**src/rtl/core/stns_pkg.sv**
```systemverilog
// Shared types and constants for the sorted-table nearest search block.
// Used by the request/response interfaces, controller, datapath and top level.
`default_nettype none

package stns_pkg;

	localparam int TABLE_DEPTH = 256;
	localparam int VALUE_WIDTH = 32;
	localparam int IDX_W       = $clog2(TABLE_DEPTH);
	localparam int DIFF_W      = VALUE_WIDTH + 1;

	localparam logic REQ_WRITE = 1'b0;
	localparam logic REQ_QUERY = 1'b1;

	typedef enum logic [2:0] {
		ST_IDLE,
		ST_CHK_FIRST,
		ST_CHK_LAST,
		ST_SEARCH,
		ST_READ_UP,
		ST_READ_LO,
		ST_PICK,
		ST_FINISH
	} state_t;

	typedef enum logic [2:0] {
		AS_ZERO,
		AS_LAST,
		AS_MID,
		AS_UP,
		AS_LO
	} addr_sel_t;

	typedef enum logic [1:0] {
		RS_FIRST,
		RS_LAST,
		RS_PICK
	} res_sel_t;

	typedef struct packed {
		logic      in_ready;
		logic      cap_val;
		addr_sel_t addr_sel;
		logic      range_init;
		logic      range_upd;
		logic      ld_up;
		logic      ld_lo;
		logic      res_ld;
		res_sel_t  res_sel;
		logic      out_ld;
	} cmd_t;

	typedef struct packed {
		logic query_go;
		logic rd_lt_val;
		logic val_lt_rd;
		logic range_done;
		logic out_free;
	} sts_t;

endpackage

`default_nettype wire

```
**src/rtl/core/stns_ctrl.sv**
```systemverilog
// Controller state machine for the nearest search: sequences table reads,
// the binary search steps and result delivery. Depends on stns_pkg.
`default_nettype none

module stns_ctrl (
	input  wire logic            clk,
	input  wire logic            arst_n,
	input  wire stns_pkg::sts_t  sts,
	output stns_pkg::cmd_t       cmd
);

	stns_pkg::state_t state_q, state_d;

	always_ff @(posedge clk or negedge arst_n) begin
		if (!arst_n) begin
			state_q <= stns_pkg::ST_IDLE;
		end else begin
			state_q <= state_d;
		end
	end

	always_comb begin
		state_d = state_q;
		unique case (state_q)
			stns_pkg::ST_IDLE: begin
				if (sts.query_go) state_d = stns_pkg::ST_CHK_FIRST;
			end
			stns_pkg::ST_CHK_FIRST: begin
				state_d = sts.rd_lt_val ? stns_pkg::ST_CHK_LAST : stns_pkg::ST_FINISH;
			end
			stns_pkg::ST_CHK_LAST: begin
				state_d = sts.val_lt_rd ? stns_pkg::ST_SEARCH : stns_pkg::ST_FINISH;
			end
			stns_pkg::ST_SEARCH: begin
				if (sts.range_done) state_d = stns_pkg::ST_READ_UP;
			end
			stns_pkg::ST_READ_UP: state_d = stns_pkg::ST_READ_LO;
			stns_pkg::ST_READ_LO: state_d = stns_pkg::ST_PICK;
			stns_pkg::ST_PICK:    state_d = stns_pkg::ST_FINISH;
			stns_pkg::ST_FINISH: begin
				if (sts.out_free) state_d = stns_pkg::ST_IDLE;
			end
			default: state_d = stns_pkg::ST_IDLE;
		endcase
	end

	always_comb begin
		cmd = '0;
		cmd.addr_sel = stns_pkg::AS_ZERO;
		cmd.res_sel  = stns_pkg::RS_FIRST;
		unique case (state_q)
			stns_pkg::ST_IDLE: begin
				cmd.in_ready = 1'b1;
				cmd.cap_val  = sts.query_go;
			end
			stns_pkg::ST_CHK_FIRST: begin
				// at or below entry 0: answer entry 0, else look at the last entry
				cmd.addr_sel = stns_pkg::AS_LAST;
				cmd.res_ld   = !sts.rd_lt_val;
				cmd.res_sel  = stns_pkg::RS_FIRST;
			end
			stns_pkg::ST_CHK_LAST: begin
				cmd.addr_sel   = stns_pkg::AS_MID;
				cmd.range_init = 1'b1;
				cmd.range_upd  = sts.val_lt_rd;
				cmd.res_ld     = !sts.val_lt_rd;
				cmd.res_sel    = stns_pkg::RS_LAST;
			end
			stns_pkg::ST_SEARCH: begin
				cmd.range_upd = 1'b1;
				cmd.addr_sel  = sts.range_done ? stns_pkg::AS_UP : stns_pkg::AS_MID;
			end
			stns_pkg::ST_READ_UP: begin
				cmd.ld_up    = 1'b1;
				cmd.addr_sel = stns_pkg::AS_LO;
			end
			stns_pkg::ST_READ_LO: begin
				cmd.ld_lo = 1'b1;
			end
			stns_pkg::ST_PICK: begin
				cmd.res_ld  = 1'b1;
				cmd.res_sel = stns_pkg::RS_PICK;
			end
			stns_pkg::ST_FINISH: begin
				cmd.out_ld = sts.out_free;
			end
			default: begin
				cmd.in_ready = 1'b0;
			end
		endcase
	end

endmodule

`default_nettype wire

```
**config.mk**
```make
export PLATFORM = sky130hd
export DESIGN_NAME = stns_ctrl
export DESIGN_NICKNAME = d
export VERILOG_FILES = /design/src/rtl/core/stns_pkg.sv /design/src/rtl/core/stns_ctrl.sv
export SDC_FILE = /design/constraint.sdc
export NUM_CORES = 1
export LEC_CHECK = 0
export ABC_AREA = 0
export ABC_CLOCK_PERIOD_IN_PS = 1600
export BUFFER_PORTS_ARGS = -buffer_cell sky130_fd_sc_hd__clkbuf_2
export CORE_AREA = 2 2 39 41
export CTS_BUF_LIST = sky130_fd_sc_hd__clkbuf_16
export DETAILED_ROUTE_END_ITERATION = 12
export DIE_AREA = 0 0 41 43
export GPL_ROUTABILITY_DRIVEN = 0
export PLACE_DENSITY = 0.53
export SLEW_MARGIN = 10
export SYNTH_ARGS = -nofsm -noshare
export SYNTH_HDL_FRONTEND = slang
export SYNTH_SLANG_ARGS = --single-unit
```
**constraint.sdc**
```tcl
create_clock -name clk -period 1.6 [get_ports clk]
set_clock_uncertainty 0.05 [all_clocks]
set_input_delay 0.08 -clock clk [delete_from_list [all_inputs] [get_ports clk]]
set_output_delay 0.08 -clock clk [all_outputs]
set_load 0.01 [all_outputs]
```
==> run summary <==
Fill cells in the final layout number 154. Summed over all nets, the switching power comes to 0.000459 W. The floorplan step defined a die boundary enclosing 0.00176 mm^2. The number of buffers added on ports was 19. Counting along the longest clock path gives a buffer depth of 2. The worst setup margin was 0.109 ns. Summed over all cells, the static leakage comes to 0.256 nW. The highest net fanout along the worst path was 15; the diode insertion count for antenna repair was 0. Most common flop cell mapped by yosys: dfrtp_1. The run gives 0.228 as the sequential share of the synthesized area.

The HPWL after detailed placement is 564 um. The wire length after detailed routing is 781 um, and the worst hold margin is 0.0476 ns. The fraction of power spent switching nets was 0.402; the number of max-cap violations was 0. The die extent in x was 41 um; the number of placed instances with taps included was 72.

For this run, design rule violations remaining after detail routing come to 0. The highest clock frequency the design can meet was 671 MHz; the final-report hold violation count was 0. Sort of element at the end of the critical path: an output pin. The setup path with the least slack is of type reg2out.

Dividing the detail-routed via count by the number of cells gives 4.51. Counting flops with a built-in enable in the synthesized netlist gives 0. After the flow finishes, the layout carries non-filler instances totaling 77. The run gives 4 as the iteration count of the initial detailed-routing pass. The leftover overflow at the end of global routing was 0.

For the pin with the worst max-slew slack, the measured transition is 0.481 ns. Averaged over all synthesized cells, the footprint is 8.03 um^2. The tools report the CTS H-tree depth as 1.

Register containing the most flip-flops in the final layout: state_q. The Yosys step of the flow raised 0 warnings. The total nets after synthesis was 48; the final period utilization was 0.932. Data on the critical path arrives at its endpoint at 1.36 ns.

The tools report the combinational cell fraction of total power as 0.416. The cell taking the most area after synthesis is dfrtp_1. The number of nets with antenna violations after routing was 0; the violation count after the first detailed-route iteration was 7.

The worst hold path belongs to the class in2reg. Clock latency on the worst-skew pair: 0.22 ns. The fraction of synthesized cell area taken by the top area cell type is 0.228.

The total area inside the core boundary comes to 0.00138 mm^2. The tools report the buffer cell driving the clock tree root as clkbuf_16. The largest registers in the layout are state_q: 3 flops.

The clock-pin slew on the worst setup and hold paths was 0.03 ns. For the clock power share, the log shows 0.345. The cell-internal power is 0.000683 W.

The max-slew violation count is 0. After routing, the total negative slack on setup checks comes to 0 ns. TritonCTS built the clock tree. The floorplan has 14 rows. Counting cells, the worst reg-to-reg path comes to 3. The run finished with clean final reports.

The worst slew slack as a fraction of its limit is 0.679, and the mapped cell area is 329 um^2. Entering global routing, the biggest net connects 16 pins. The detailed-route wire length per cell is 10.1 um. Setup repair after global routing left no endpoint under its margin.

The worst hold path passes through 2 cells. Vertical die dimension: 43 um. The share of synthesized registers carrying an async set or reset was 1.00. The final number of setup-violating endpoints was 0. The sequential group share of total power is 0.239.

The total global routing track utilization is 0.102. The number of flip-flops in the largest register was 3. Clock tree synthesis inserted a total of 3 buffers.

The number of top-level pins was 20; the net total in the final layout was 69. The worst setup path is launched from a flip-flop. OpenSTA, run right after detailed placement, puts the worst setup slack at 0.227 ns. Detailed routing inserted a total of 347 vias.

Across the VDD grid, the largest voltage drop is 1.25 mV. Overall power consumption after layout is estimated at 0.00114 W. Synthesis inferred 3 register bits. The via count of the first global-routing pass is 293, and the clock sink count is 3. The starting density of the core was 0.238. The cell area power density works out to 2270 mW/mm^2. STA puts the critical path data required time at 1.47 ns. Synthesized instance count: 41.

Fraction of layout instances using a drive strength above 1: 0.426. After layout, the minimum clock period comes to 1.49 ns. The logs give 209 um^2 for the footprint of the multi-input gates and 0 for the number of antenna violations at the first check in global routing.

In the final layout, flip-flops and latches occupy 76.3 um^2. The area growth from synthesis to final layout is 53.2%. Counting distinct cell types in the post-synthesis netlist gives 25.

After synthesis, the cell types taking the most area are dfrtp_1 23%, nor2_1 8.0%, buf_4 6.8%, nor4_4 6.5%, inv_1 4.6%. The first global-routing pass estimated 1150 um of wire.
==> critical path, cell delays in order (launching register included) <==
cell and delay [ns]:
dfrtp_1 0.54, nor3_1 0.31, and2_1 0.16, clkbuf_2 0.12
==> stage by stage <==
| step | area, um^2 | utilization |
|---|---|---|
| 4_1_cts | 503 | 0.363 |
| 3_3_place_gp | 414 | 0.299 |
| 3_5_place_dp | 414 | 0.299 |
| 5_1_grt | 504 | 0.364 |
| 2_1_floorplan | 329 | - |
| 6_report | 504 | 0.364 |
==> logic make-up after synthesis <==
logic type	share of synthesized area
compound gates	0.175
buf+inv	0.137
mux	0.0456
flops	0.228
simple gates	0.414
==> cell usage in the layout, fill, tap and decap left out, types with 2 or more instances in the layout <==
master and count:
clkbuf_16 3, nand2b_1 2, inv_1 5, nor3b_1 2, clkbuf_2 19, nand2_1 2
dfrtp_1 2, nor2_1 7
==> worst paths after layout <==
path	from	end	slack, ns
setup / recovery	state_q[1]	cmd[11]	0.11
hold / removal	sts[0]	state_q[2]	0.05
setup reg to reg	state_q[2]	state_q[2]	0.23
hold reg to reg	state_q[0]	state_q[1]	0.66
max in group asynchronous	arst_n	state_q[0]	1.25
min in group asynchronous	arst_n	state_q[1]	0.13
==> power groups by stage <==
stage	combinational (W)	clock, W	sequential [W]
6_report	0.000476	0.000394	0.000273
5_1_grt	0.000546	0.000414	0.000285
4_1_cts	0.000483	0.000399	0.000269
3_5_place_dp	0.000479	0	0.000270
3_3_place_gp	0.000471	0	0.000271
2_1_floorplan	0.000461	0	0.000167
==> per-layer routing <==
layer  vias to the layer above  global-route usage  share of wire
met5                         -                   0              0
met4                         0              0.0800          0.013
met3                         2              0.0471          0.077
met2                        15               0.147           0.45
met1                       149               0.107           0.45
li1                        181                   -              -
==> area by class of cell <==
class | instances | share of cell area
Clock buffer | 3 | 0.149
Clock inverter | 1 | 0.00744
Inverter | 4 | 0.0298
Multi-Input combinational cell | 30 | 0.414
Sequential cell | 3 | 0.151
Tap cell | 16 | 0.0397
Timing Repair Buffer | 20 | 0.208
==> cell usage after synthesis, drive strengths merged, types with 2 or more instances <==
master  n
nor2    7
inv     4
buf     3
dfrtp   3
nand2b  2
nand2   2
nor3b   2
nand3   2
==> repair_timing <==
action                                  4_1_cts  5_1_grt
endpoints found under the setup margin        0        2
resized for setup                             0        1
buffers inserted                              0        0
hold buffers                                  1        0
hold endpoints to repair                      3        0
Power figures use the tool's default switching activity.
